### src/hdl/dchd_pkg.sv
// ----------------------------------------------------------------------------
// dchd_pkg
// Types and constants shared by the debounce / click / hold detector.
// ----------------------------------------------------------------------------
`default_nettype none

package dchd_pkg;

  localparam int unsigned WORK_QUEUE_DEPTH   = 2;
  localparam int unsigned RESULT_QUEUE_DEPTH = 4;

  typedef struct packed {
    logic [7:0]  source_id;
    logic [15:0] sample_bits;
    logic [15:0] elapsed_ms;
  } dchd_sample_t;

  typedef enum logic [1:0] {
    EV_LOW    = 2'd0,
    EV_HIGH   = 2'd1,
    EV_CLICKS = 2'd2,
    EV_HOLD   = 2'd3
  } dchd_event_t;

  typedef struct packed {
    logic [7:0]  bank_id;
    logic [3:0]  input_index;
    logic        is_button;
    dchd_event_t event_kind;
    logic [2:0]  click_count;
    logic        last_event;
  } dchd_result_t;

  // sample after inversion: bit set means the input is low (active)
  typedef struct packed {
    logic [7:0]  bank;
    logic [15:0] low_bits;
    logic [15:0] elapsed;
  } dchd_work_t;

  typedef struct packed {
    logic [15:0] button_mask;
    logic [15:0] button_press_debounce;
    logic [15:0] button_release_debounce;
    logic [15:0] switch_low_debounce;
    logic [15:0] switch_high_debounce;
    logic [15:0] hold_time;
    logic [15:0] multi_click_gap;
  } dchd_cfg_t;

  typedef enum logic [2:0] {
    REG_BUTTON_MASK     = 3'd0,
    REG_INVERT_MASK     = 3'd1,
    REG_BUTTON_PRESS    = 3'd2,
    REG_BUTTON_RELEASE  = 3'd3,
    REG_SWITCH_LOW      = 3'd4,
    REG_SWITCH_HIGH     = 3'd5,
    REG_HOLD_TIME       = 3'd6,
    REG_MULTI_CLICK_GAP = 3'd7
  } dchd_reg_t;

  typedef enum logic [2:0] {
    ST_HIGH     = 3'd0,
    ST_DEB_LOW  = 3'd1,
    ST_LOW      = 3'd2,
    ST_DEB_HIGH = 3'd3,
    ST_AWAIT    = 3'd4
  } dchd_state_t;

  typedef enum logic [1:0] {
    PH_IDLE,
    PH_SCAN,
    PH_FLUSH
  } dchd_phase_t;

endpackage

`default_nettype wire

### src/hdl/debounce_click_hold_detector_top.sv
// ----------------------------------------------------------------------------
// debounce_click_hold_detector_top
// Debounce, multi-click and hold detection for a bank of active-low inputs.
// ----------------------------------------------------------------------------
// Each accepted sample goes into a two-entry sample queue; the engine then
// loads it, updates one input per cycle through a single shared debounce
// unit and closes out the sample by tagging its last event. Events leave
// through a four-entry result queue in increasing input order; the engine
// pauses while that queue is full. Writing button_mask releases every input
// at once; timers are kept.
`default_nettype none

module debounce_click_hold_detector_top #(
  parameter int unsigned NUM_INPUTS = 16,
  parameter int unsigned MAX_CLICKS = 7
) (
  input  wire logic                   clk,
  input  wire logic                   rst,
  input  wire logic                   push,
  input  wire dchd_pkg::dchd_sample_t sample,
  output logic                        full,
  output logic                        empty,
  input  wire logic                   pop,
  output dchd_pkg::dchd_result_t      result,
  input  wire logic                   cfg_we,
  input  wire logic [2:0]             cfg_index,
  input  wire logic [15:0]            cfg_data
);

  import dchd_pkg::*;

  dchd_cfg_t    cfg;
  logic [15:0]  invert_mask;
  logic         release_all;

  logic         wq_push;
  dchd_work_t   wq_wdata;
  logic         wq_full;
  logic         wq_pop;
  dchd_work_t   wq_rdata;
  logic         wq_empty;

  logic         rq_push;
  dchd_result_t rq_wdata;
  logic         rq_full;

  assign release_all = cfg_we && dchd_reg_t'(cfg_index) == REG_BUTTON_MASK;

  always_ff @(posedge clk) begin
    if (rst) begin
      cfg.button_mask             <= 16'd0;
      invert_mask                 <= 16'd0;
      cfg.button_press_debounce   <= 16'd10;
      cfg.button_release_debounce <= 16'd10;
      cfg.switch_low_debounce     <= 16'd20;
      cfg.switch_high_debounce    <= 16'd20;
      cfg.hold_time               <= 16'd500;
      cfg.multi_click_gap         <= 16'd250;
    end else if (cfg_we) begin
      unique case (dchd_reg_t'(cfg_index))
        REG_BUTTON_MASK:     cfg.button_mask             <= cfg_data;
        REG_INVERT_MASK:     invert_mask                 <= cfg_data;
        REG_BUTTON_PRESS:    cfg.button_press_debounce   <= cfg_data;
        REG_BUTTON_RELEASE:  cfg.button_release_debounce <= cfg_data;
        REG_SWITCH_LOW:      cfg.switch_low_debounce     <= cfg_data;
        REG_SWITCH_HIGH:     cfg.switch_high_debounce    <= cfg_data;
        REG_HOLD_TIME:       cfg.hold_time               <= cfg_data;
        REG_MULTI_CLICK_GAP: cfg.multi_click_gap         <= cfg_data;
        default: ;
      endcase
    end
  end

  dchd_front u_front (
    .push        (push),
    .sample      (sample),
    .full        (full),
    .invert_mask (invert_mask),
    .q_full      (wq_full),
    .q_push      (wq_push),
    .q_data      (wq_wdata)
  );

  dchd_fifo #(
    .W     ($bits(dchd_work_t)),
    .DEPTH (WORK_QUEUE_DEPTH)
  ) u_work_q (
    .clk     (clk),
    .rst     (rst),
    .wr_en   (wq_push),
    .wr_data (wq_wdata),
    .full    (wq_full),
    .rd_en   (wq_pop),
    .rd_data (wq_rdata),
    .empty   (wq_empty)
  );

  dchd_engine #(
    .NUM_INPUTS (NUM_INPUTS),
    .MAX_CLICKS (MAX_CLICKS)
  ) u_engine (
    .clk         (clk),
    .rst         (rst),
    .cfg         (cfg),
    .release_all (release_all),
    .work_empty  (wq_empty),
    .work_data   (wq_rdata),
    .work_pop    (wq_pop),
    .res_full    (rq_full),
    .res_push    (rq_push),
    .res_data    (rq_wdata)
  );

  dchd_fifo #(
    .W     ($bits(dchd_result_t)),
    .DEPTH (RESULT_QUEUE_DEPTH)
  ) u_result_q (
    .clk     (clk),
    .rst     (rst),
    .wr_en   (rq_push),
    .wr_data (rq_wdata),
    .full    (rq_full),
    .rd_en   (pop),
    .rd_data (result),
    .empty   (empty)
  );

endmodule

`default_nettype wire

### src/hdl/dchd_fifo.sv
// ----------------------------------------------------------------------------
// dchd_fifo
// Small synchronous queue with full / empty flags and a show-ahead read.
// ----------------------------------------------------------------------------
`default_nettype none

module dchd_fifo #(
  parameter int unsigned W     = 8,
  parameter int unsigned DEPTH = 4
) (
  input  wire logic         clk,
  input  wire logic         rst,
  input  wire logic         wr_en,
  input  wire logic [W-1:0] wr_data,
  output logic              full,
  input  wire logic         rd_en,
  output logic [W-1:0]      rd_data,
  output logic              empty
);

  localparam int unsigned AW = (DEPTH > 1) ? $clog2(DEPTH) : 1;
  localparam int unsigned CW = $clog2(DEPTH + 1);

  logic [W-1:0]  mem [DEPTH];
  logic [AW-1:0] wr_ptr;
  logic [AW-1:0] rd_ptr;
  logic [CW-1:0] count;
  logic          do_wr;
  logic          do_rd;

  assign full    = (count == CW'(DEPTH));
  assign empty   = (count == '0);
  assign do_wr   = wr_en && !full;
  assign do_rd   = rd_en && !empty;
  assign rd_data = mem[rd_ptr];

  always_ff @(posedge clk) begin
    if (do_wr) begin
      mem[wr_ptr] <= wr_data;
    end
  end

  always_ff @(posedge clk) begin
    if (rst) begin
      wr_ptr <= '0;
      rd_ptr <= '0;
      count  <= '0;
    end else begin
      if (do_wr) begin
        wr_ptr <= (wr_ptr == AW'(DEPTH - 1)) ? '0 : wr_ptr + 1'b1;
      end
      if (do_rd) begin
        rd_ptr <= (rd_ptr == AW'(DEPTH - 1)) ? '0 : rd_ptr + 1'b1;
      end
      unique case ({do_wr, do_rd})
        2'b10:   count <= count + 1'b1;
        2'b01:   count <= count - 1'b1;
        default: count <= count;
      endcase
    end
  end

endmodule

`default_nettype wire

### src/hdl/dchd_front.sv
// ----------------------------------------------------------------------------
// dchd_front
// Accepts samples, applies the inversion mask and queues them as active-low
// level bits for the engine.
// ----------------------------------------------------------------------------
`default_nettype none

module dchd_front (
  input  wire logic                  push,
  input  wire dchd_pkg::dchd_sample_t sample,
  output logic                       full,
  input  wire logic [15:0]           invert_mask,
  input  wire logic                  q_full,
  output logic                       q_push,
  output dchd_pkg::dchd_work_t       q_data
);

  import dchd_pkg::*;

  assign full            = q_full;
  assign q_push          = push && !q_full;
  assign q_data.bank     = sample.source_id;
  assign q_data.low_bits = ~(sample.sample_bits ^ invert_mask);
  assign q_data.elapsed  = sample.elapsed_ms;

endmodule

`default_nettype wire

### src/hdl/dchd_engine.sv
// ----------------------------------------------------------------------------
// dchd_engine
// Walks the inputs of one queued sample, one input per cycle while the
// result queue has room, through the shared debounce update and pushes the
// resulting events. One event is held back to tag a sample's final one.
// ----------------------------------------------------------------------------
`default_nettype none

module dchd_engine #(
  parameter int unsigned NUM_INPUTS = 16,
  parameter int unsigned MAX_CLICKS = 7
) (
  input  wire logic                 clk,
  input  wire logic                 rst,
  input  wire dchd_pkg::dchd_cfg_t  cfg,
  input  wire logic                 release_all,
  input  wire logic                 work_empty,
  input  wire dchd_pkg::dchd_work_t work_data,
  output logic                      work_pop,
  input  wire logic                 res_full,
  output logic                      res_push,
  output dchd_pkg::dchd_result_t    res_data
);

  import dchd_pkg::*;

  localparam int unsigned IW = (NUM_INPUTS > 1) ? $clog2(NUM_INPUTS) : 1;

  dchd_phase_t  phase;
  dchd_phase_t  phase_next;
  logic [IW-1:0] idx;
  dchd_work_t   work;
  dchd_result_t hold_ev;
  logic         hold_valid;

  dchd_state_t  st    [NUM_INPUTS];
  logic [2:0]   tally [NUM_INPUTS];
  logic         held  [NUM_INPUTS];
  logic [15:0]  timer [NUM_INPUTS];

  logic [NUM_INPUTS-1:0] lows;
  logic [NUM_INPUTS-1:0] buttons;

  logic          step;
  logic          load;
  logic          flush_push;
  logic          button;
  logic          low;
  logic [15:0]   low_deb;
  logic [15:0]   high_deb;
  logic [16:0]   tsum;
  logic [15:0]   tsat;
  dchd_state_t   st_next;
  logic [2:0]    tally_next;
  logic          held_next;
  logic [15:0]   timer_next;
  logic          ev_valid;
  dchd_event_t   ev_kind;
  logic [2:0]    ev_clicks;
  dchd_result_t  new_ev;

  assign lows    = work.low_bits[NUM_INPUTS-1:0];
  assign buttons = cfg.button_mask[NUM_INPUTS-1:0];

  // per-input update
  always_comb begin
    button   = buttons[idx];
    low      = lows[idx];
    low_deb  = button ? cfg.button_press_debounce : cfg.switch_low_debounce;
    high_deb = button ? cfg.button_release_debounce : cfg.switch_high_debounce;
    tsum     = {1'b0, timer[idx]} + {1'b0, work.elapsed};
    tsat     = tsum[16] ? 16'hFFFF : tsum[15:0];
    st_next    = st[idx];
    tally_next = tally[idx];
    held_next  = held[idx];
    timer_next = tsat;
    ev_valid  = 1'b0;
    ev_kind   = EV_LOW;
    ev_clicks = 3'd0;
    unique case (st[idx])
      ST_DEB_LOW: begin
        if (!low) begin
          st_next    = ST_HIGH;
          timer_next = '0;
        end else if (tsat > low_deb) begin
          st_next    = ST_LOW;
          timer_next = '0;
          if (!button) begin
            ev_valid = 1'b1;
            ev_kind  = EV_LOW;
          end
        end
      end
      ST_LOW: begin
        if (!low) begin
          st_next    = ST_DEB_HIGH;
          timer_next = '0;
        end else if (button && tsat > cfg.hold_time) begin
          held_next  = 1'b1;
          timer_next = '0;
          ev_valid   = 1'b1;
          ev_kind    = EV_HOLD;
        end
      end
      ST_DEB_HIGH: begin
        if (low) begin
          st_next    = ST_LOW;
          timer_next = '0;
        end else if (tsat > high_deb) begin
          if (!button) begin
            st_next    = ST_HIGH;
            timer_next = '0;
            ev_valid   = 1'b1;
            ev_kind    = EV_HIGH;
          end else if (held[idx]) begin
            st_next = ST_HIGH;
          end else begin
            if (tally[idx] < 3'(MAX_CLICKS)) begin
              tally_next = tally[idx] + 3'd1;
            end
            st_next    = ST_AWAIT;
            timer_next = '0;
          end
        end
      end
      ST_AWAIT: begin
        if (low) begin
          st_next    = ST_DEB_LOW;
          timer_next = '0;
        end else if (tsat > cfg.multi_click_gap) begin
          st_next   = ST_HIGH;
          ev_valid  = 1'b1;
          ev_kind   = EV_CLICKS;
          ev_clicks = tally[idx];
        end
      end
      default: begin
        st_next    = ST_HIGH;
        tally_next = 3'd0;
        held_next  = 1'b0;
        if (low) begin
          st_next    = ST_DEB_LOW;
          timer_next = '0;
        end
      end
    endcase
    new_ev.bank_id     = work.bank;
    new_ev.input_index = 4'(idx);
    new_ev.is_button   = button;
    new_ev.event_kind  = ev_kind;
    new_ev.click_count = ev_clicks;
    new_ev.last_event  = 1'b0;
  end

  // sequencer
  always_ff @(posedge clk) begin
    if (rst) begin
      phase <= PH_IDLE;
    end else begin
      phase <= phase_next;
    end
  end

  always_comb begin
    phase_next = phase;
    step       = 1'b0;
    load       = 1'b0;
    flush_push = 1'b0;
    work_pop   = 1'b0;
    res_push   = 1'b0;
    res_data   = hold_ev;
    unique case (phase)
      PH_IDLE: begin
        if (!work_empty) begin
          load       = 1'b1;
          work_pop   = 1'b1;
          phase_next = PH_SCAN;
        end
      end
      PH_SCAN: begin
        if (!res_full) begin
          step     = 1'b1;
          res_push = ev_valid && hold_valid;
          if (idx == IW'(NUM_INPUTS - 1)) begin
            phase_next = PH_FLUSH;
          end
        end
      end
      PH_FLUSH: begin
        if (!hold_valid) begin
          phase_next = PH_IDLE;
        end else if (!res_full) begin
          flush_push          = 1'b1;
          res_push            = 1'b1;
          res_data.last_event = 1'b1;
          phase_next          = PH_IDLE;
        end
      end
      default: phase_next = PH_IDLE;
    endcase
  end

  always_ff @(posedge clk) begin
    if (load) begin
      work <= work_data;
    end
    if (step && ev_valid) begin
      hold_ev <= new_ev;
    end
  end

  always_ff @(posedge clk) begin
    if (rst) begin
      idx        <= '0;
      hold_valid <= 1'b0;
    end else begin
      if (load) begin
        idx <= '0;
      end else if (step && idx != IW'(NUM_INPUTS - 1)) begin
        idx <= idx + 1'b1;
      end
      if (step && ev_valid) begin
        hold_valid <= 1'b1;
      end else if (flush_push) begin
        hold_valid <= 1'b0;
      end
    end
  end

  always_ff @(posedge clk) begin
    if (rst) begin
      for (int k = 0; k < NUM_INPUTS; k++) begin
        st[k]    <= ST_HIGH;
        tally[k] <= 3'd0;
        held[k]  <= 1'b0;
        timer[k] <= '0;
      end
    end else if (release_all) begin
      for (int k = 0; k < NUM_INPUTS; k++) begin
        st[k]    <= ST_HIGH;
        tally[k] <= 3'd0;
        held[k]  <= 1'b0;
      end
    end else if (step) begin
      st[idx]    <= st_next;
      tally[idx] <= tally_next;
      held[idx]  <= held_next;
      timer[idx] <= timer_next;
    end
  end

  a_push_has_room: assert property (@(posedge clk) disable iff (rst)
    res_push |-> !res_full)
    else $error("result pushed into a full queue");

  a_last_only_in_flush: assert property (@(posedge clk) disable iff (rst)
    res_push && res_data.last_event |-> phase == PH_FLUSH)
    else $error("last beat tagged outside the flush cycle");

  a_flush_empties_hold: assert property (@(posedge clk) disable iff (rst)
    phase == PH_FLUSH && !res_full |=> phase == PH_IDLE && !hold_valid)
    else $error("held event survived the flush");

  a_load_from_idle: assert property (@(posedge clk) disable iff (rst)
    work_pop |-> phase == PH_IDLE && !work_empty && !hold_valid)
    else $error("sample taken while the previous one is unfinished");

endmodule

`default_nettype wire
### config.mk
export PLATFORM = sky130hd
export DESIGN_NAME = debounce_click_hold_detector_top
export DESIGN_NICKNAME = d
export VERILOG_FILES = /design/src/hdl/dchd_pkg.sv /design/src/hdl/debounce_click_hold_detector_top.sv /design/src/hdl/dchd_fifo.sv /design/src/hdl/dchd_front.sv /design/src/hdl/dchd_engine.sv
export SDC_FILE = /design/constraint.sdc
export NUM_CORES = 1
export LEC_CHECK = 0
export BUFFER_PORTS_ARGS = -buffer_cell sky130_fd_sc_hd__buf_4
export CORE_ASPECT_RATIO = 1.25
export CORE_MARGIN = 2
export CORE_UTILIZATION = 55
export CTS_BUF_LIST = sky130_fd_sc_hd__clkbuf_8
export CTS_CLUSTER_SIZE = 24
export DETAILED_ROUTE_END_ITERATION = 16
export GPL_TIMING_DRIVEN = 0
export PLACE_DENSITY = 0.74
export SYNTH_ARGS = -nofsm -noshare
export SYNTH_HDL_FRONTEND = slang
export SYNTH_SLANG_ARGS = --single-unit
### constraint.sdc
create_clock -name clk -period 8.19 [get_ports clk]
set_input_delay 1.2285 -clock clk [delete_from_list [all_inputs] [get_ports clk]]
set_output_delay 1.2285 -clock clk [all_outputs]
set_load 0.005 [all_outputs]
Word level (Yosys, flattened, before mapping)
Memories as Yosys holds them, arrays and structs flattened. A register that Yosys moved wholly into a read port is not among the register bits.
Index checks and enable logic that the tools add are counted.
- flip-flop bits (word level): 164
- memory bits (writable): 524
- input port bits: 64
- output and inout port bits: 21
- logic and storage cells: 322
- memories kept: 6
- memory list (name ; depth ; width ; rd ports ; clocked after Yosys merged registers in ; write ports ; line ; text):
    u_engine.timer ; 16 ; 16 ; 1 ; 1 ; 16 ; dchd_engine.sv:39 ; logic [15:0] timer [NUM_INPUTS];
    u_work_q.mem ; 2 ; 40 ; 1 ; 1 ; 1 ; dchd_fifo.sv:24 ; logic [W-1:0] mem [DEPTH];
    u_result_q.mem ; 4 ; 19 ; 1 ; 1 ; 1 ; dchd_fifo.sv:24 ;
    u_engine.st ; 16 ; 3 ; 1 ; 1 ; 16 ; dchd_engine.sv:36 ; dchd_state_t st [NUM_INPUTS];
    u_engine.tally ; 16 ; 3 ; 1 ; 1 ; 16 ; dchd_engine.sv:37 ; logic [2:0] tally [NUM_INPUTS];
    u_engine.held ; 16 ; 1 ; 1 ; 1 ; 16 ; dchd_engine.sv:38 ; logic held [NUM_INPUTS];
- add/sub/neg operators: 11
- magnitude comparators: 6
- equality and inequality tests: 27
- multiplexer cells: 160
- bitwise gates (word level): 52
- reduce and logical (&&, ||, !) cells: 38
- operators by type and width (cell ; count):
    $mux 16 ; 13
    $mux 3 ; 48
    $gt 16x16->1 ; 4
    $mux 1 ; 60
    $mux 4 ; 12
    $or 1x1->1 ; 48
    $pmux 16 s3 ; 1
    $mux 2 ; 15
    $eq 3x3->1 const B ; 6
    $add 16x16->17 ; 1
    $not 16->16 ; 1
    $reduce_and 2->1 ; 8
    $reduce_or 16->1 ; 1
    $xor 16x16->16 ; 1
    $reduce_or 3->1 ; 5
    $eq 2x2->1 const B ; 6
    $eq 3x2->1 const B ; 4
    $pmux 2 s3 ; 2
    $pmux 3 s2 ; 2
    $pmux 3 s4 ; 1
    $logic_and 1x1->1 ; 10
    $bmux 1 s4 ; 2
    $add 2x1->2 const B ; 3
    $add 3x1->3 const B ; 2
    24 further kinds ; 38

Logic depth before layout (Yosys ltp)
- depth in word-level cells: 13
- mapped depth: 37
- gate-level depth less buffers: 31

By module
A second synthesis with hierarchy kept.
- cells, all modules: 2395
- area total of the unflattened synthesis: 33639.8 um^2
- modules (own cells, without submodules) (module ; times used ; cells each ; area each (um^2) ; seq. area each (um^2)):
    dchd_engine ; 1 ; 1587 ; 21911.0 ; 13012.5
    debounce_click_hold_detector_top ; 1 ; 463 ; 5062.4 ; 2562.5
    dchd_fifo at u_result_q ; 1 ; 153 ; 3235.6 ; 2462.4
    dchd_fifo at u_work_q ; 1 ; 150 ; 3096.7 ; 2502.4
    dchd_front ; 1 ; 42 ; 334.1 ; 0.0

Least setup slack after synthesis
Ideal clock, no wire load.
- path type: flip-flop to flip-flop
- from: register (tool-made name)
- to: register u_result_q.count[2]
- data arrival time: 8833 ps
- slack: -714 ps
- cell stages (with the launch flop): 36
- buffers on the path: 5
- clock period less this slack: 8904 ps
- cells stage by stage: dfxtp_1 buf_2 buf_2 clkbuf_1 buf_1 mux4_2 mux4_2 ha_1 fa_1 a211oi_1 o211a_1 o21bai_1 a21oi_1 o21bai_1 a21oi_1 o21ai_0 xor2_1 nor2_1 clkbuf_1 inv_1 ha_1 a21o_1 a21oi_1 o21ai_0 a2111oi_0 o21ai_2 a31o_2 o31ai_1 nand2_1 inv_1 ha_1 inv_1 fa_1 xor2_1 or3_1 a21oi_1
- RTL lines (item ; line ; text):
    end signal, assigned ; dchd_fifo.sv:56 ; 2'b10: count <= count + 1'b1;
    end signal, assigned ; dchd_fifo.sv:57 ; 2'b01: count <= count - 1'b1;
    end signal, assigned ; dchd_fifo.sv:58 ; default: count <= count;
    end, declared ; dchd_fifo.sv:27 ; logic [CW-1:0] count;

==> impl_metrics.json <==
{
  "hold_path_end": "u_engine.res_data[18]",
  "crit_path_max_incr_delay_ps": 590,
  "irDropWorstVdd_uv": 238,
  "pre_cts_ws_ps": -2840,
  "grt.total_usage_pct": 26.2,
  "grt_max_degree": 33,
  "cp-end-kind": "flip-flop",
  "place_congestion": 0.938,
  "drive_above_1_share_pct": 22.6,
  "tns_ps": 0,
  "cts_root_buffer": "clkbuf_8",
  "synth_area_um2": 32400,
  "tightestPinTransition_ps": 1120,
  "fin_crit_ps": 8120,
  "fin_nets": 2853,
  "slew_violations": 0,
  "routed_wl_mm": 80.1,
  "htree_levels": 3,
  "grtUsageMet2_pct": 47.0,
  "synth_fa_ha_area_share_pct": 3.75,
  "worst_clock_skew_ps": 28.3,
  "synthSimpleGateAreaFrac_pct": 11.9,
  "synthMuxAreaShare_pct": 12.4,
  "wl_per_cell_um": 22.6,
  "synthesis.nets": 2622,
  "cts.sinks": 734,
  "cp_slowest_cell": "mux4_2",
  "dr_total_vias": 20900,
  "synth_compound_area_share_pct": 4.70,
  "min_path_type": "reg -> reg",
  "antenna_found_initial": 2,
  "ios": 85,
  "r2r-end": "u_result_q.count[2]",
  "crit_type": "reg -> reg",
  "path_max_fanout": 10,
  "synth_top_family_by_area": "multiplexers",
  "p_leak_nw": 13.5,
  "grt_pass1_vias": 21400,
  "post-route-period-util_pct": 99.1,
  "fp.dieW_um": 221,
  "run_status": "complete, no violations",
  "clk_pin_slew_ps": 70,
  "synth_largest_area_cell": "edfxtp_1",
  "max_slew_margin_pct": 25.6,
  "ys_warn_count": 0,
  "ys.flop_type": "edfxtp_1",
  "start_kind": "flip-flop",
  "drc_errors": 0,
  "hpwl_mm": 57.6,
  "async_flop_share_pct": 0,
  "num_rows": 99,
  "start_util_pct": 55.5,
  "clock_latency_ps": 740,
  "reg2regPathDepth": 34,
  "cp.arrival_ps": 8770,
  "cts_made_buffers": 107,
  "synth.ff_latch_count": 734,
  "ant_nets": 0,
  "synth_edf_count": 582,
  "grt_pass1_wl_mm": 121,
  "drt-initial-drc-count": 1984,
  "drt_pass1_iterations": 8,
  "yosys-top-cells-area": "edfxtp_1 (54%), mux4_2 (9.7%), dfxtp_1 (9.4%)",
  "syn2layout_area_growth_pct": 15.0,
  "synth_commonest_cells": "edfxtp_1 (582), nor2_1 (444), nand2_1 (313)",
  "cts_tree": "built",
  "placeableCoreArea_um2": 58300,
  "gr-usage-met3_pct": 4.34,
  "synth_top_cell_area_share_pct": 54.0,
  "use_met1_pct": 30.7,
  "fin_ws_ps": 70.8,
  "hold_buffers": 0,
  "top_usage_layer": "met2",
  "cap_violations": 0,
  "synth.most_common_cell": "edfxtp_1",
  "avgSynthCellArea_um2": 13.1,
  "synthCells": 2463,
  "regToRegSetupSlack_ps": 70,
  "min_from": "u_engine.new_ev[18]",
  "die_h_um": 275,
  "finalNonFillerCells": 3541,
  "synth_cell_types": 80,
  "final-setup-viol-count": 0,
  "vias_per_cell": 5.90,
  "hold_depth": 0,
  "synth_xor_area_share_pct": 1.08,
  "cp.required_ps": 8840,
  "die_area_um2": 60800,
  "fmax_mhz": 123,
  "dp_cells": 3288,
  "io_buffers": 65,
  "yosysSeqAreaShare_pct": 63.4,
  "grt_overflow": 0,
  "hold_violations": 0,
  "power_density_nw_per_um2": 343,
  "cts_buffer_depth": 3
}
==> worst max-delay path, delay by kind of cell, from the launching register on <==
family | cells | cell delay [ps]
compound gates | 10 | 2340
simple gates | 7 | 1330
buf+inv | 9 | 1290
fa+ha+maj | 4 | 1270
mux | 2 | 1100
flops | 1 | 370
xor+xnor | 2 | 320
==> layout by cell type, fill, tap and decap left out, types with 11 or more instances in the layout <==
| cell | instances |
|---|---|
| clkbuf_1 | 64 |
| nor3_1 | 11 |
| nand2b_1 | 29 |
| clkbuf_8 | 118 |
| nor2_1 | 427 |
| buf_2 | 12 |
| inv_1 | 81 |
| nand3b_1 | 15 |
| mux4_2 | 139 |
| nor2_4 | 13 |
| dfxtp_1 | 150 |
| nand3_1 | 27 |
| buf_4 | 137 |
| xnor2_1 | 30 |
| mux2_2 | 45 |
| mux2i_1 | 34 |
| clkinvlp_4 | 14 |
| clkinv_2 | 19 |
| nand2_1 | 311 |
| clkbuf_2 | 18 |
| clkinv_1 | 20 |
| a21o_1 | 12 |
| ha_1 | 86 |
| a21oi_1 | 141 |
| o21ai_0 | 16 |
| edfxtp_1 | 582 |
==> registers in the layout (all words and copies together) (netlist names), named ones only <==
| name | cells |
|---|---|
| cfg | 112 |
| invert_mask | 16 |
| u_engine.held | 16 |
| u_engine.hold_valid | 1 |
| u_engine.idx | 4 |
| u_engine.lows | 16 |
| u_engine.new_ev | 8 |
| u_engine.phase | 2 |
| u_engine.res_data | 18 |
| u_engine.st | 48 |
| u_engine.tally | 48 |
| u_engine.timer | 256 |
| u_engine.work | 16 |
| u_result_q.count | 3 |
| u_result_q.mem | 76 |
| u_result_q.rd_ptr | 2 |
| u_result_q.wr_ptr | 2 |
| u_work_q.count | 2 |
| u_work_q.mem | 80 |
| u_work_q.rd_ptr | 1 |
| u_work_q.wr_ptr | 1 |
==> metal layers <==
layer  vias up  wire length [µm]
li1       9405                 -
met2       860             41500
met1     10400             29800
met5         -                 0
met4         0              3730
met3       223              5000
==> what timing repair did <==
| action | CTS | global route |
|---|---|---|
| setup buffers | 29 | 29 |
| endpoints found under the setup margin | 473 | 5 |
| pin swaps | 17 | 22 |
| cloned | 0 | 0 |
| resized for setup | 129 | 56 |
| hold endpoints to repair | 0 | 0 |
==> logic make-up (layout without fill, tap and decap cells) <==
family                   after synthesis  count (layout)
AND/OR/NAND/NOR                      910             910
flip-flops                           734             734
AO/OA/AOI/OAI                        248             248
multiplexers                         220             220
buffers and inverters                215             534
adder cells (fa/ha/maj)               96              96
XOR/XNOR                              40              40
other                                  0               2
==> where the power goes <==
part	total (mW)	leakage (nW)	internal (mW)	switching, mW
clock	2.97	1.23	1.54	1.43
combinational	5.32	5.22	2.04	3.28
sequential	4.46	7.01	4.36	0.0962
==> final cells by class <==
class | count | area (µm²)
Inverter | 66 | 297
Clock inverter | 85 | 632
Fill cell | 4259 | 21100
Buffer | 145 | 971
Multi-Input combinational cell | 1514 | 11300
Timing Repair Buffer | 126 | 1010
Sequential cell | 734 | 20500
Antenna cell | 2 | 5.00
Clock buffer | 112 | 1540
Tap cell | 757 | 947
==> per-stage QoR <==
stage | utilization (%) | power, mW | area, µm² | hold slack, ps
2_1_floorplan | - | 7.26 | 32400 | 400
3_3_place_gp | 58.0 | 8.41 | 33900 | 403
3_5_place_dp | 58.2 | 8.62 | 33900 | 405
4_1_cts | 63.1 | 12.3 | 36800 | 425
5_1_grt | 63.8 | 13.3 | 37200 | 420
6_report | 63.8 | 12.8 | 37200 | 418
==> how the worst max path moves through the flow <==
stage,depth (start not counted),slack (ps),from,endpoint
final,34,70,flip-flop,u_result_q.count[2]
after global routing,34,-150,flip-flop,u_result_q.count[2]
after CTS,32,3,flip-flop,u_result_q.count[2]
after detailed placement,34,-2840,flip-flop,u_result_q.count[2]
after global placement,35,-2590,flip-flop,u_result_q.count[2]
after floorplan,35,6,flip-flop,u_result_q.count[2]
Note: power is estimated with default switching activity, not from simulation.
